--- src/sv/jbt_pkg.sv ---
// ============================================================================
// jbt_pkg
// Request types, token kind codes and keyword tables for the JSON byte lexer.
// ============================================================================
package jbt_pkg;

    // Input request: one text byte or the end-of-document marker
    typedef struct packed {
        logic [7:0] text_byte;
        logic       end_of_text;
    } t_in_req;

    // Output request: one token byte or a status/error result
    typedef struct packed {
        logic [3:0] token_kind;
        logic [7:0] value_byte;
        logic       byte_present;
        logic       token_first;
        logic       token_last;
        logic       parse_error;
        logic       document_done;
    } t_out_req;

    // Up to two results per input byte, handed from lexer to result queue
    typedef struct packed {
        logic [1:0] cnt;
        t_out_req   res0;
        t_out_req   res1;
    } t_push;

    localparam int FIFO_DEPTH = 4;
    localparam int FIFO_AW    = $clog2(FIFO_DEPTH);
    localparam int FIFO_CW    = $clog2(FIFO_DEPTH + 1);

    // Token kinds
    localparam logic [3:0] KIND_STRING    = 4'd0;
    localparam logic [3:0] KIND_NUMBER    = 4'd1;
    localparam logic [3:0] KIND_BOOL      = 4'd2;
    localparam logic [3:0] KIND_NULL      = 4'd3;
    localparam logic [3:0] KIND_COMMA     = 4'd4;
    localparam logic [3:0] KIND_COLON     = 4'd5;
    localparam logic [3:0] KIND_BRACE_O   = 4'd6;
    localparam logic [3:0] KIND_BRACE_C   = 4'd7;
    localparam logic [3:0] KIND_BRACKET_O = 4'd8;
    localparam logic [3:0] KIND_BRACKET_C = 4'd9;

    // Keyword ids
    localparam logic [1:0] KW_TRUE  = 2'd0;
    localparam logic [1:0] KW_FALSE = 2'd1;
    localparam logic [1:0] KW_NULL  = 2'd2;

    // Characters
    localparam logic [7:0] CH_DQUOTE    = 8'h22;
    localparam logic [7:0] CH_SQUOTE    = 8'h27;
    localparam logic [7:0] CH_BACKSLASH = 8'h5C;
    localparam logic [7:0] CH_COLON     = 8'h3A;
    localparam logic [7:0] CH_COMMA     = 8'h2C;
    localparam logic [7:0] CH_DOT       = 8'h2E;
    localparam logic [7:0] CH_MINUS     = 8'h2D;
    localparam logic [7:0] CH_SPACE     = 8'h20;
    localparam logic [7:0] CH_LBRACE    = 8'h7B;
    localparam logic [7:0] CH_RBRACE    = 8'h7D;
    localparam logic [7:0] CH_LBRACKET  = 8'h5B;
    localparam logic [7:0] CH_RBRACKET  = 8'h5D;
    localparam logic [7:0] CH_ZERO      = 8'h30;
    localparam logic [7:0] CH_NINE      = 8'h39;
    localparam logic [7:0] CH_TAB       = 8'h09;
    localparam logic [7:0] CH_CR        = 8'h0D;
    localparam logic [7:0] CH_T         = 8'h74;
    localparam logic [7:0] CH_F         = 8'h66;
    localparam logic [7:0] CH_N         = 8'h6E;

    // Keyword spelling, id clamped to 0..2 by caller
    function automatic logic [7:0] kw_char(input logic [1:0] id, input logic [2:0] pos);
        logic [7:0] c;
        c = 8'h00;
        case (id)
            KW_TRUE: begin
                case (pos)
                    3'd0: c = "t";
                    3'd1: c = "r";
                    3'd2: c = "u";
                    3'd3: c = "e";
                    default: c = 8'h00;
                endcase
            end
            KW_FALSE: begin
                case (pos)
                    3'd0: c = "f";
                    3'd1: c = "a";
                    3'd2: c = "l";
                    3'd3: c = "s";
                    3'd4: c = "e";
                    default: c = 8'h00;
                endcase
            end
            default: begin
                case (pos)
                    3'd0: c = "n";
                    3'd1: c = "u";
                    3'd2: c = "l";
                    3'd3: c = "l";
                    default: c = 8'h00;
                endcase
            end
        endcase
        return c;
    endfunction

    function automatic logic [2:0] kw_len(input logic [1:0] id);
        return (id == KW_FALSE) ? 3'd5 : 3'd4;
    endfunction

    function automatic t_out_req jbt_res(input logic [3:0] kind, input logic [7:0] b,
                                         input logic present, input logic first,
                                         input logic last, input logic err);
        t_out_req r;
        r.token_kind    = kind;
        r.value_byte    = b;
        r.byte_present  = present;
        r.token_first   = first;
        r.token_last    = last;
        r.parse_error   = err;
        r.document_done = 1'b0;
        return r;
    endfunction

endpackage

--- src/sv/jbt_lexer.sv ---
// ============================================================================
// jbt_lexer
// Lexer state and per-byte decode; produces zero to two results per byte.
// ============================================================================
module jbt_lexer
    import jbt_pkg::*;
(
    input  logic    i_clk,
    input  logic    i_rst_n,
    input  logic    i_accept,
    input  t_in_req i_req,
    output t_push   o_push
);

    localparam logic [2:0] MODE_IDLE    = 3'd0;
    localparam logic [2:0] MODE_STRING  = 3'd1;
    localparam logic [2:0] MODE_NUMBER  = 3'd2;
    localparam logic [2:0] MODE_KEYWORD = 3'd3;
    localparam logic [2:0] MODE_ERROR   = 3'd4;

    logic [2:0] r_mode, n_mode;
    logic       r_quote_single, n_quote_single;
    logic       r_prev_bs, n_prev_bs;
    logic [7:0] r_held_byte, n_held_byte;
    logic       r_held_valid, n_held_valid;
    logic       r_held_first, n_held_first;
    logic [1:0] r_kw_id, n_kw_id;
    logic [2:0] r_kw_pos, n_kw_pos;

    logic [7:0] s_b;
    logic [3:0] s_hk;
    logic [1:0] s_kid;
    logic       s_is_space, s_is_digit, s_kw_ok, s_kw_last;
    logic [7:0] s_quote;
    logic       s_idle, s_pass;
    t_out_req   s_res [2];
    logic [1:0] s_cnt;

    assign s_b        = i_req.text_byte;
    assign s_is_space = (s_b == CH_SPACE) || (s_b >= CH_TAB && s_b <= CH_CR);
    assign s_is_digit = (s_b >= CH_ZERO) && (s_b <= CH_NINE);
    assign s_quote    = r_quote_single ? CH_SQUOTE : CH_DQUOTE;
    assign s_kid      = r_kw_id[1] ? KW_NULL : r_kw_id;
    assign s_kw_ok    = (r_kw_pos < kw_len(s_kid)) && (s_b == kw_char(s_kid, r_kw_pos));
    assign s_kw_last  = (r_kw_pos == kw_len(s_kid) - 3'd1);
    assign s_hk       = (r_mode == MODE_NUMBER)  ? KIND_NUMBER :
                        (r_mode == MODE_KEYWORD) ? (s_kid == KW_NULL ? KIND_NULL : KIND_BOOL) :
                                                   KIND_STRING;

    always_comb begin
        n_mode         = r_mode;
        n_quote_single = r_quote_single;
        n_prev_bs      = r_prev_bs;
        n_held_byte    = r_held_byte;
        n_held_valid   = r_held_valid;
        n_held_first   = r_held_first;
        n_kw_id        = r_kw_id;
        n_kw_pos       = r_kw_pos;
        s_res[0]       = '0;
        s_res[1]       = '0;
        s_cnt          = 2'd0;
        s_idle         = 1'b0;
        s_pass         = 1'b0;

        if (i_req.end_of_text) begin
            if (r_mode == MODE_STRING || r_mode == MODE_NUMBER) begin
                if (r_held_valid) begin
                    s_res[0] = jbt_res(s_hk, r_held_byte, 1'b1, r_held_first, 1'b1, 1'b0);
                end else if (r_mode == MODE_STRING) begin
                    s_res[0] = jbt_res(KIND_STRING, 8'h00, 1'b0, 1'b1, 1'b1, 1'b0);
                end else begin
                    s_res[0] = jbt_res(KIND_STRING, 8'h00, 1'b0, 1'b0, 1'b0, 1'b0);
                end
            end else if (r_mode == MODE_KEYWORD) begin
                s_res[0] = jbt_res(KIND_STRING, 8'h00, 1'b0, 1'b0, 1'b0, 1'b1);
            end else begin
                s_res[0] = jbt_res(KIND_STRING, 8'h00, 1'b0, 1'b0, 1'b0, 1'b0);
            end
            s_res[0].document_done = 1'b1;
            s_cnt          = 2'd1;
            n_mode         = MODE_IDLE;
            n_quote_single = 1'b0;
            n_prev_bs      = 1'b0;
            n_held_byte    = 8'h00;
            n_held_valid   = 1'b0;
            n_held_first   = 1'b0;
            n_kw_id        = 2'd0;
            n_kw_pos       = 3'd0;
        end else begin
            case (r_mode)
                MODE_STRING: begin
                    if (s_b == s_quote && !r_prev_bs) begin
                        if (r_held_valid) begin
                            s_res[0] = jbt_res(KIND_STRING, r_held_byte, 1'b1, r_held_first,
                                               1'b1, 1'b0);
                        end else begin
                            s_res[0] = jbt_res(KIND_STRING, 8'h00, 1'b0, 1'b1, 1'b1, 1'b0);
                        end
                        s_cnt        = 2'd1;
                        n_mode       = MODE_IDLE;
                        n_held_valid = 1'b0;
                        n_held_first = 1'b0;
                        n_prev_bs    = 1'b0;
                    end else begin
                        s_pass    = 1'b1;
                        n_prev_bs = (s_b == CH_BACKSLASH);
                    end
                end
                MODE_NUMBER: begin
                    if (s_is_digit || s_b == CH_DOT) begin
                        s_pass = 1'b1;
                    end else begin
                        if (r_held_valid) begin
                            s_res[0] = jbt_res(KIND_NUMBER, r_held_byte, 1'b1, r_held_first,
                                               1'b1, 1'b0);
                            s_cnt    = 2'd1;
                        end
                        n_mode       = MODE_IDLE;
                        n_held_valid = 1'b0;
                        n_held_first = 1'b0;
                        s_idle       = 1'b1;
                    end
                end
                MODE_KEYWORD: begin
                    if (s_kw_ok) begin
                        if (s_kw_last) begin
                            if (r_held_valid) begin
                                s_res[0] = jbt_res(s_hk, r_held_byte, 1'b1, r_held_first,
                                                   1'b0, 1'b0);
                                s_cnt    = 2'd1;
                            end
                            s_res[s_cnt[0]] = jbt_res(s_hk, s_b, 1'b1, !r_held_valid,
                                                      1'b1, 1'b0);
                            s_cnt        = s_cnt + 2'd1;
                            n_mode       = MODE_IDLE;
                            n_held_valid = 1'b0;
                            n_held_first = 1'b0;
                            n_kw_pos     = 3'd0;
                        end else begin
                            s_pass   = 1'b1;
                            n_kw_pos = r_kw_pos + 3'd1;
                        end
                    end else begin
                        s_res[0]     = jbt_res(KIND_STRING, 8'h00, 1'b0, 1'b0, 1'b0, 1'b1);
                        s_cnt        = 2'd1;
                        n_mode       = MODE_ERROR;
                        n_held_valid = 1'b0;
                        n_held_first = 1'b0;
                    end
                end
                MODE_ERROR: begin
                    n_mode = MODE_ERROR;
                end
                default: begin
                    n_mode = MODE_IDLE;
                    s_idle = 1'b1;
                end
            endcase

            // emit held byte as a middle byte, hold the new one
            if (s_pass) begin
                if (r_held_valid) begin
                    s_res[0] = jbt_res(s_hk, r_held_byte, 1'b1, r_held_first, 1'b0, 1'b0);
                    s_cnt    = 2'd1;
                end
                n_held_byte  = s_b;
                n_held_valid = 1'b1;
                n_held_first = !r_held_valid;
            end

            // byte between tokens
            if (s_idle && !s_is_space) begin
                if (s_b == CH_DQUOTE || s_b == CH_SQUOTE) begin
                    n_mode         = MODE_STRING;
                    n_quote_single = (s_b == CH_SQUOTE);
                    n_prev_bs      = 1'b0;
                    n_held_valid   = 1'b0;
                    n_held_first   = 1'b0;
                end else if (s_b == CH_MINUS || s_is_digit) begin
                    n_mode       = MODE_NUMBER;
                    n_held_byte  = s_b;
                    n_held_valid = 1'b1;
                    n_held_first = 1'b1;
                end else if (s_b == CH_T || s_b == CH_F || s_b == CH_N) begin
                    n_mode       = MODE_KEYWORD;
                    n_kw_id      = (s_b == CH_T) ? KW_TRUE : ((s_b == CH_F) ? KW_FALSE : KW_NULL);
                    n_kw_pos     = 3'd1;
                    n_held_byte  = s_b;
                    n_held_valid = 1'b1;
                    n_held_first = 1'b1;
                end else begin
                    case (s_b)
                        CH_COMMA: s_res[s_cnt[0]] = jbt_res(KIND_COMMA, s_b, 1'b1, 1'b1,
                                                            1'b1, 1'b0);
                        CH_COLON: s_res[s_cnt[0]] = jbt_res(KIND_COLON, s_b, 1'b1, 1'b1,
                                                            1'b1, 1'b0);
                        CH_LBRACE: s_res[s_cnt[0]] = jbt_res(KIND_BRACE_O, s_b, 1'b1, 1'b1,
                                                             1'b1, 1'b0);
                        CH_RBRACE: s_res[s_cnt[0]] = jbt_res(KIND_BRACE_C, s_b, 1'b1, 1'b1,
                                                             1'b1, 1'b0);
                        CH_LBRACKET: s_res[s_cnt[0]] = jbt_res(KIND_BRACKET_O, s_b, 1'b1,
                                                               1'b1, 1'b1, 1'b0);
                        CH_RBRACKET: s_res[s_cnt[0]] = jbt_res(KIND_BRACKET_C, s_b, 1'b1,
                                                               1'b1, 1'b1, 1'b0);
                        default: begin
                            s_res[s_cnt[0]] = jbt_res(KIND_STRING, 8'h00, 1'b0, 1'b0,
                                                      1'b0, 1'b1);
                            n_mode          = MODE_ERROR;
                            n_held_valid    = 1'b0;
                            n_held_first    = 1'b0;
                        end
                    endcase
                    s_cnt = s_cnt + 2'd1;
                end
            end
        end
    end

    always_ff @(posedge i_clk) begin
        if (!i_rst_n) begin
            r_mode         <= MODE_IDLE;
            r_quote_single <= 1'b0;
            r_prev_bs      <= 1'b0;
            r_held_byte    <= 8'h00;
            r_held_valid   <= 1'b0;
            r_held_first   <= 1'b0;
            r_kw_id        <= 2'd0;
            r_kw_pos       <= 3'd0;
        end else if (i_accept) begin
            r_mode         <= n_mode;
            r_quote_single <= n_quote_single;
            r_prev_bs      <= n_prev_bs;
            r_held_byte    <= n_held_byte;
            r_held_valid   <= n_held_valid;
            r_held_first   <= n_held_first;
            r_kw_id        <= n_kw_id;
            r_kw_pos       <= n_kw_pos;
        end
    end

    assign o_push.cnt  = i_accept ? s_cnt : 2'd0;
    assign o_push.res0 = s_res[0];
    assign o_push.res1 = s_res[1];

endmodule

--- src/sv/jbt_out_fifo.sv ---
// ============================================================================
// jbt_out_fifo
// Small result queue: two writes, one read per cycle.
// ============================================================================
module jbt_out_fifo
    import jbt_pkg::*;
(
    input  logic     i_clk,
    input  logic     i_rst_n,
    input  t_push    i_push,
    output logic     o_room,
    output logic     o_valid,
    input  logic     i_ready,
    output t_out_req o_data
);

    t_out_req             r_mem [FIFO_DEPTH];
    logic [FIFO_AW-1:0]   r_wr, n_wr;
    logic [FIFO_AW-1:0]   r_rd, n_rd;
    logic [FIFO_CW-1:0]   r_count, n_count;
    logic                 s_pop;

    assign s_pop   = o_valid && i_ready;
    assign n_wr    = r_wr + FIFO_AW'(i_push.cnt);
    assign n_rd    = r_rd + FIFO_AW'(s_pop);
    assign n_count = r_count + FIFO_CW'(i_push.cnt) - FIFO_CW'(s_pop);

    always_ff @(posedge i_clk) begin
        if (i_push.cnt != 2'd0) begin
            r_mem[r_wr] <= i_push.res0;
        end
        if (i_push.cnt == 2'd2) begin
            r_mem[r_wr + FIFO_AW'(1)] <= i_push.res1;
        end
    end

    always_ff @(posedge i_clk) begin
        if (!i_rst_n) begin
            r_wr    <= '0;
            r_rd    <= '0;
            r_count <= '0;
        end else begin
            r_wr    <= n_wr;
            r_rd    <= n_rd;
            r_count <= n_count;
        end
    end

    // room for a worst-case byte (two results)
    assign o_room  = (r_count <= FIFO_CW'(FIFO_DEPTH - 2));
    assign o_valid = (r_count != '0);
    assign o_data  = r_mem[r_rd];

endmodule

--- src/sv/json_byte_tokenizer.sv ---
// ============================================================================
// json_byte_tokenizer: results are registered in the result queue before they reach the output.
// Throughput: one byte per cycle while the queue has room for two results; a
// byte that yields two results (a number closed by punctuation, the last letter
// of a keyword) leaves them one after another from the single-read result queue.
// Reset: synchronous active-low i_rst_n clears lexer state and empties the queue.
// ============================================================================
module json_byte_tokenizer
    import jbt_pkg::*;
(
    input  logic     i_clk,
    input  logic     i_rst_n,
    // input request channel
    input  logic     i_in_valid,
    output logic     o_in_ready,
    input  t_in_req  i_in_data,
    // result request channel
    output logic     o_out_valid,
    input  logic     i_out_ready,
    output t_out_req o_out_data
);

    // Accept a byte whenever the queue can take two more results; the lexer
    // decodes it against its state in the same cycle and the results land in
    // the queue registers at the edge, so the two sides are decoupled.
    logic  s_accept;
    t_push s_push;

    assign s_accept = i_in_valid && o_in_ready;

    // Lexer: mode, quote, backslash, held byte and keyword position.
    // One byte is held back so the final byte of a token can carry token_last.
    jbt_lexer u_lexer (
        .i_clk    (i_clk),
        .i_rst_n  (i_rst_n),
        .i_accept (s_accept),
        .i_req    (i_in_data),
        .o_push   (s_push)
    );

    // Result queue: absorbs 0..2 results per byte, drains one a cycle while i_out_ready.
    jbt_out_fifo u_fifo (
        .i_clk   (i_clk),
        .i_rst_n (i_rst_n),
        .i_push  (s_push),
        .o_room  (o_in_ready),
        .o_valid (o_out_valid),
        .i_ready (i_out_ready),
        .o_data  (o_out_data)
    );

`ifndef ASSERT_OFF
    // End of document always yields exactly one result, flagged done
    a_end_one: assert property (@(posedge i_clk) disable iff (!i_rst_n)
        (s_accept && i_in_data.end_of_text) |->
            (s_push.cnt == 2'd1 && s_push.res0.document_done))
        else $error("end item did not give a single done result");

    // Nothing is pushed without an accepted byte
    a_no_spurious: assert property (@(posedge i_clk) disable iff (!i_rst_n)
        !s_accept |-> (s_push.cnt == 2'd0))
        else $error("result pushed without an accepted byte");

    // Back-pressure only while results are waiting
    a_stall_has_data: assert property (@(posedge i_clk) disable iff (!i_rst_n)
        !o_in_ready |-> o_out_valid)
        else $error("input stalled with empty result queue");

    // Queue is empty right after reset
    a_reset_empty: assert property (@(posedge i_clk)
        (i_rst_n && !$past(i_rst_n)) |-> !o_out_valid)
        else $error("result valid right after reset");
`endif

endmodule

--- config.mk ---
export PLATFORM = sky130hd
export DESIGN_NAME = json_byte_tokenizer
export DESIGN_NICKNAME = d
export VERILOG_FILES = /design/src/sv/jbt_pkg.sv /design/src/sv/jbt_lexer.sv /design/src/sv/jbt_out_fifo.sv /design/src/sv/json_byte_tokenizer.sv
export SDC_FILE = /design/constraint.sdc
export NUM_CORES = 1
export LEC_CHECK = 0
export BUFFER_PORTS_ARGS = -buffer_cell sky130_fd_sc_hd__buf_2
export CAP_MARGIN = 20
export CORE_ASPECT_RATIO = 1.75
export CORE_MARGIN = 4
export CORE_UTILIZATION = 55
export DETAILED_ROUTE_END_ITERATION = 8
export GPL_ROUTABILITY_DRIVEN = 0
export GPL_TIMING_DRIVEN = 1
export PLACE_DENSITY = 0.76
export REMOVE_ABC_BUFFERS = 1
export SLEW_MARGIN = 20
export SYNTH_ARGS = -nofsm -noshare
export SYNTH_HDL_FRONTEND = slang
export SYNTH_SLANG_ARGS = --single-unit
--- constraint.sdc ---
create_clock -name i_clk -period 4.8 [get_ports i_clk]
set_input_delay 0.96 -clock i_clk [delete_from_list [all_inputs] [get_ports i_clk]]
set_output_delay 0.96 -clock i_clk [all_outputs]
set_load 0.01 [all_outputs]
==> metrics.yaml, run 1 <==
run_status:
  outcome: "finished clean"
route:
  routed_wl_um: 16400
  ant_nets: 0
  drt-pass1-iter-count: 5
  wl_per_cell_um: 21.8
  viasPerCell: 6.86
  drt_iter0_drc: 403
  vias: 5154
  drc: 0
clock_network:
  cts_resized: 0
  clock_sinks: 95
  cts_hold_buf: 0
  cts_max_path_buffers: 2
  clkTransAtPathRegs_ns: 0.07
  tritoncts: "built"
  cts_root_buf: "clkbuf_16"
  cts_made_buffers: 9
  clkLatencyLatePin_ns: 0.34
  cts_setup_buffers: 0
  cts_max_level: 3
worst_setup_path:
  endpoint_kind: "flop"
  r2r_setup_slack_ns: 0.36
  required_ns: 5.05
  worstPathMaxFanout: 9
  cpMaxStageDelayCell: "or4b_2"
  worst_path_most_repeated_cell: "inv_1"
  start_kind: "flop"
  r2r_start: "u_lexer.r_kw_pos[1]$_SDFFE_PN0P_"
  critPathLaunch: "u_lexer.r_kw_pos[1]$_SDFFE_PN0P_"
  crit_arrival_ns: 4.68
  cp_slowest_stage_delay_ns: 0.61
  path_class: "flop to flop"
  crit_chain: "inv_1, ha_1, or4b_2, o311ai_0, xor2_1, a211oi_1, nand4_1, a21oi_1, inv_1, ha_1, inv_1, fa_1, xnor2_1, xnor2_1, and2_1"
floorplan:
  die-area_um2: 12700
  ios: 32
  fp-row-count: 50
  start_util_pct: 56.0
  die_height_um: 146
  core-area_um2: 10700
  die_x_um: 86.9
power:
  intPower_uw: 1780
  p_leak_uw: 0.00245
  power.density_nw_per_um2: 376
  pwr-share-clk_pct: 33.3
  p_comb_share_pct: 25.7
  ir_drop_mv: 0.213
  p_seq_share_pct: 40.9
  swShare_pct: 28.8
  netSwitchingPower_uw: 721
timing:
  finalCritPeriodShare_pct: 92.4
  worst_slack_ns: 0.363
  hold_viol: 0
  finalSetupViolations: 0
  worst_pin_slew_ns: 0.935
  relSlewSlack_pct: 37.6
  max_freq_mhz: 225
  finalCriticalPeriod_ns: 4.44
  worst_clock_skew_ns: 0.0101
  slew_viol_final: 0
  rsz0062_at_grt: "false"
cells_and_area:
  nets: 641
  area_growth_pct: 11.3
  drive_above_1_share_pct: 18.2
  utilization_pct: 62.3
  n_antenna_cell: 0
  final_cell_area_um2: 6660
logic_synthesis:
  async_flop_share_pct: 0
  synth_area_leaders: "edfxtp_1 (34%), dfxtp_1 (9.0%), a21oi_1 (6.9%)"
  synth_ff_type: "edfxtp_1"
  yosys_warnings: 0
  ys_ff_latch: 95
  synth_cell_types: 78
  synth_top_area_share_pct: 34.1
  avgSynthCellArea_um2: 10.0
  synth_top_cell_by_area: "edfxtp_1"
  synthCells: 597
  synth_area_um2: 5990
  synth-edff-count: 68
  ys_seq_area_share_pct: 43.1
  ys_top_cells_by_count: "a21oi_1 (83), edfxtp_1 (68), clkbuf_1 (34), nand2_1 (32), nor2_1 (29)"
  synth_most_common_cell: "a21oi_1"
global_route:
  use_met1_pct: 30.0
  grt_use_met3_pct: 3.51
  grt_usage_pct: 26.9
  grt_pass1_wl_um: 26700
  grt_start_max_net_pins: 37
  antenna_found_initial: 0
  met2_usage_pct: 46.9
  gr-total-overflow: 0
  top_usage_layer: "met2"
  first_global_vias: 5217
placement:
  place_hpwl_um: 11600
  io_buffers: 31
  dp_worst_setup_slack_ns: 0.130
  placed_area_um2: 6310
worst_hold_path:
  hp-start: "u_lexer.r_held_byte[0]$_SDFFE_PN0P_"
  min_path_type: "flop to flop"
flow_run:
  maxCapViolations: 0
## registers in the layout, summed over array words and instances, names as in the netlist, 2 cells and up
register / flops
u_fifo.r_mem: 68
u_fifo.r_count: 3
u_lexer.r_kw_id: 2
u_lexer.r_held_byte: 8
u_lexer.r_mode: 3
u_lexer.r_kw_pos: 3
u_fifo.r_rd: 2
u_fifo.r_wr: 2
## worst max-delay path, delay by kind of cell, from the launching register on
| family | cells | cell delay, ns |
|---|---|---|
| adders and majority gates | 3 | 0.98 |
| xor gates and xnor gates | 3 | 0.53 |
| and+or+nand+nor | 3 | 1.14 |
| buffers and inverters | 3 | 0.32 |
| AOI/OAI and AO/OA | 3 | 0.99 |
| DFF | 1 | 0.39 |
## kinds of logic after synthesis
group | Yosys count | share of synthesized area (%)
flip-flops | 95 | 43.1
AO/OA/AOI/OAI | 207 | 23.1
XOR/XNOR | 10 | 1.46
adder cells (fa/ha/maj) | 12 | 2.63
AND/OR/NAND/NOR | 176 | 16.5
buffers and inverters | 69 | 4.89
multiplexers | 28 | 8.32
## per-layer routing
metal  wire length (µm)  part of all wire [%]
met1               5780                    35
met2               8610                    53
met3                889                   5.4
met4               1110                   6.7
met5                  0                     0
## cells in the final DEF, fill, tap and decap left out, types with 6 or more instances in the layout
cell,Yosys,layout
nand2_1,32,32
and3_1,8,8
buf_2,9,31
dfxtp_1,27,27
a22o_1,8,8
a21boi_0,8,8
a21oi_1,83,83
a31oi_1,6,6
nor2_1,29,29
and2_1,17,17
edfxtp_1,68,68
o21ai_1,6,6
ha_1,11,11
nand3b_1,6,6
mux4_2,17,17
mux2i_1,7,7
buf_4,0,27
nand4_1,13,13
a22oi_1,9,9
inv_1,18,18
nor2b_1,8,8
o211ai_1,6,6
nand3_1,12,12
nor3_1,12,12
xnor2_1,7,7
o21ai_0,21,21
clkbuf_16,0,9
o31ai_1,8,7
or3_1,7,7
## per-stage QoR
stage	hold slack [ns]	std cells	setup TNS [ns]	power, µW
6_report	0.482	751	0	2500
3_5_place_dp	0.459	735	0	1690
3_3_place_gp	0.456	735	0	1670
4_1_cts	0.481	751	0	2510
2_1_floorplan	0.443	547	-11.49	1450
5_1_grt	0.498	751	0	2600
## power groups by stage
stage | registers, µW | logic [µW] | clock network (µW)
2_1_floorplan | 1050 | 393 | 0
3_3_place_gp | 1030 | 633 | 0
3_5_place_dp | 1040 | 646 | 0
4_1_cts | 1020 | 649 | 838
5_1_grt | 1030 | 703 | 867
6_report | 1020 | 644 | 834
## final timing paths
path | to | cells after the start
worst max-delay path | u_fifo.r_count[2]$_SDFF_PN0_ | 15
worst min-delay path | u_lexer.r_held_byte[0]$_SDFFE_PN0P_ | 1
worst max register to register | u_fifo.r_count[2]$_SDFF_PN0_ | 15
worst min register to register | u_lexer.r_held_byte[0]$_SDFFE_PN0P_ | 1
## final cells by class
| cell class | instances | area (µm²) |
|---|---|---|
| well taps | 130 | 163 |
| flip-flops and latches | 95 | 2580 |
| repair buffers | 58 | 358 |
| clock buffers | 10 | 229 |
| clock inverters | 6 | 115 |
| fillers | 853 | 4040 |
| inverters | 19 | 71.3 |
| multi-input cells | 433 | 3140 |
Power figures use the tool's default switching activity.
==> run 2: changes to the inputs <==
Settings changed: GPL_ROUTABILITY_DRIVEN 0 to default, SYNTH_HIERARCHICAL from default to 1.
==> metrics.yaml, run 2 <==
run_status:
  outcome: "finished clean"  # unchanged
logic_synthesis:
  synth_area_leaders: "edfxtp_1 (32%), mux2_2 (9.9%), dfxtp_1 (8.4%)"  # was edfxtp_1 (34%), dfxtp_1 (9.0%), a21oi_1 (6.9%)
  synth_area_um2: 6450  # was 5990 µm²
  ys_ff_latch: 95  # unchanged
  ys_top_cells_by_count: "edfxtp_1 (68), mux2_2 (57), dfxtp_1 (27), nor2_1 (24), a21oi_1 (22)"  # was a21oi_1 (83), edfxtp_1 (68), clkbuf_1 (34), nand2_1 (32), nor2_1 (29)
  synth_top_cell_by_area: "edfxtp_1"  # unchanged
  avgSynthCellArea_um2: 11.6  # was 10.0 µm²
  yosys_warnings: 6  # was 0
  synth_ff_type: "edfxtp_1"  # unchanged
  synth_cell_types: 93  # was 78
  synth-edff-count: 68  # unchanged
  synth_most_common_cell: "edfxtp_1"  # was a21oi_1
  ys_seq_area_share_pct: 40.0  # was 43.1%
  async_flop_share_pct: 0  # unchanged
  synth_top_area_share_pct: 31.6  # was 34.1%
  synthCells: 557  # was 597
timing:
  finalCritPeriodShare_pct: 90.0  # was 92.4%
  hold_viol: 0  # unchanged
  worst_clock_skew_ns: 0.0106  # was 0.0101 ns
  max_freq_mhz: 232  # was 225 MHz
  finalSetupViolations: 0  # unchanged
  rsz0062_at_grt: "false"  # unchanged
  finalSetupTns_ns: 0  # unchanged
  slew_viol_final: 0  # unchanged
  worst_pin_slew_ns: 0.940  # was 0.935 ns
  holdWs_ns: 0.488  # was 0.482 ns
  relSlewSlack_pct: 37.2  # was 37.6%
  finalCriticalPeriod_ns: 4.32  # was 4.44 ns
cells_and_area:
  max_flop_register: "u_fifo/r_mem"  # was u_fifo.r_mem
  fin_cells: 719  # was 751
  area_growth_pct: 9.97  # was 11.3%
  largest_reg_flops: 68  # unchanged
  drive_above_1_share_pct: 30.5  # was 18.2%
  nets: 603  # was 641
  final_common_cell: "edfxtp_1"  # was a21oi_1
  most-common-layout-cells: "edfxtp_1 (68), mux2_2 (57), buf_2 (31)"  # was a21oi_1 (83), edfxtp_1 (68), nand2_1 (32)
  final_cell_area_um2: 7100  # was 6660 µm²
  largestRegisters: "u_fifo/r_mem: 68 flops, u_lexer/r_held_byte: 8 flops"  # was u_fifo.r_mem: 68 flops, u_lexer.r_held_byte: 8 flops
  n_antenna_cell: 0  # unchanged
worst_setup_path:
  path_class: "flop to flop"  # unchanged
  endpoint_kind: "flop"  # unchanged
  worstPathMaxFanout: 18  # was 9
  start_kind: "flop"  # unchanged
  crit_arrival_ns: 4.41  # was 4.68 ns
  critPathLaunch: "u_lexer/r_kw_pos[2]$_SDFFE_PN0P_"  # was u_lexer.r_kw_pos[1]$_SDFFE_PN0P_
  required_ns: 4.89  # was 5.05 ns
  r2r_start: "u_lexer/r_kw_pos[2]$_SDFFE_PN0P_"  # was u_lexer.r_kw_pos[1]$_SDFFE_PN0P_
worst_hold_path:
  min_path_type: "flop to flop"  # unchanged
  hp-start: "u_lexer/r_prev_bs$_SDFFE_PN0P_"  # was u_lexer.r_held_byte[0]$_SDFFE_PN0P_
placement:
  place_hpwl_um: 12200  # was 11600 µm
  placed_area_um2: 6810  # was 6310 µm²
  place_inst: 703  # was 735
  io_buffers: 31  # unchanged
  place_congestion: 1.00
floorplan:
  core-area_um2: 11500  # was 10700 µm²
  start_util_pct: 56.0  # about the same
  fp-row-count: 52  # was 50
  die_height_um: 151  # was 146 µm
  die-area_um2: 13600  # was 12700 µm²
  ios: 32  # unchanged
  die_x_um: 89.9  # was 86.9 µm
clock_network:
  clock_sinks: 95  # unchanged
  cts_made_buffers: 9  # unchanged
  clkTransAtPathRegs_ns: 0.07  # about the same
  cts_setup_buffers: 0  # unchanged
  cts_max_level: 3  # unchanged
  tritoncts: "built"  # unchanged
  cts_resized: 0  # unchanged
  cts_hold_buf: 0  # unchanged
  cts_max_path_buffers: 2  # unchanged
  clkLatencyLatePin_ns: 0.35  # was 0.34 ns
  cts_root_buf: "clkbuf_16"  # unchanged
route:
  vias: 4876  # was 5154
  routed_wl_um: 16700  # was 16400 µm
  drt_iter0_drc: 316  # was 403
  drc: 0  # unchanged
  wl_per_cell_um: 23.2  # was 21.8 µm
  drt-pass1-iter-count: 6  # was 5
  ant_nets: 0  # unchanged
  viasPerCell: 6.78  # was 6.86
global_route:
  grt_pass1_wl_um: 26400  # was 26700 µm
  grt_usage_pct: 25.0  # was 26.9%
  first_global_vias: 4893  # was 5217
  antenna_found_initial: 0  # unchanged
  gr-total-overflow: 0  # unchanged
  grt_start_max_net_pins: 34  # was 37
power:
  power.density_nw_per_um2: 331  # was 376 nW/µm²
  p_total_uw: 2350  # was 2500 µW
  ir_drop_mv: 0.182  # was 0.213 mV
  p_leak_uw: 0.00264  # was 0.00245 µW
flow_run:
  maxCapViolations: 0  # unchanged
[run 2: changes by cell type after synthesis, moves of 10 or more]
cell and change:
and2_1 -11, mux2_2 +53, nand2_1 -11, nand4_1 -10
nand2b_1 +11, buf_4 +11, clkbuf_1 -18, mux2_4 +10
a21oi_1 -61, a32o_1 +10
[run 2: final cells by class]
| cell class | instances | area (µm²) |
|---|---|---|
| clock buffer | 11 | 233 |
| fill | 926 | 4420 |
| timing repair buffer | 53 | 420 |
| tap | 135 | 169 |
| multi-input combinational | 403 | 3570 |
| inverter | 17 | 63.8 |
| sequential | 95 | 2580 |
| clock inverter | 5 | 56.3 |
[run 2: logic make-up (layout without fill, tap and decap cells)]
kind of cell               after synthesis  count (layout)  share of synthesized area [%]
buffers and inverters                   60              86                           5.00
other                                    1               2                         0.0581
xor gates and xnor gates                 8               8                           1.51
DFF                                     95              95                           40.0
and+or+nand+nor                        166             166                           16.1
AOI/OAI and AO/OA                      125             125                           15.8
adders and majority gates               11              11                           2.25
muxes                                   91              91                           19.3
[run 2: metal layers]
metal,routed length [µm],part of all wire (%),global-route usage (%)
met5,0,0,0
met1,5980,36,26.5
met4,1110,6.7,18.2
met3,645,3.9,2.63
met2,8950,54,46.2
[run 2: worst paths after layout]
kind,end,slack (ns),cells past startpoint
min reg2reg,u_lexer/r_prev_bs$_SDFFE_PN0P_,0.49,2
min,u_lexer/r_prev_bs$_SDFFE_PN0P_,0.49,2
max,u_fifo/r_mem[3][0]$_DFFE_PP_,0.48,13
max reg2reg,u_fifo/r_mem[3][0]$_DFFE_PP_,0.48,13
[run 2: per-stage QoR]
step	setup WS [ns]	utilization (%)
floorplan	-0.707	-
global placement	0.259	59.1
detailed placement	0.221	59.1
CTS	0.498	61.6
global route	0.156	61.6
finish	0.482	61.6
[run 2: power by group]
part | internal (µW) | leakage [µW] | switching [µW]
combinational | 308 | 0.00162 | 307
sequential | 965 | 0.000874 | 60.4
clock | 405 | 0.000138 | 303
total | 1680 | 0.00264 | 670
[run 2: worst max-delay path, stage by stage, from the launching register on]
cell	delay (ns)
dfxtp_1	0.67
inv_1	0.17
ha_1	0.34
nand2b_1	0.15
nand2_1	0.08
nor4_1	0.41
o221ai_2	0.39
nor4_4	0.37
nand2_1	0.08
a21oi_1	0.23
buf_4	0.23
nor4bb_4	0.36
buf_12	0.21
mux2_2	0.36
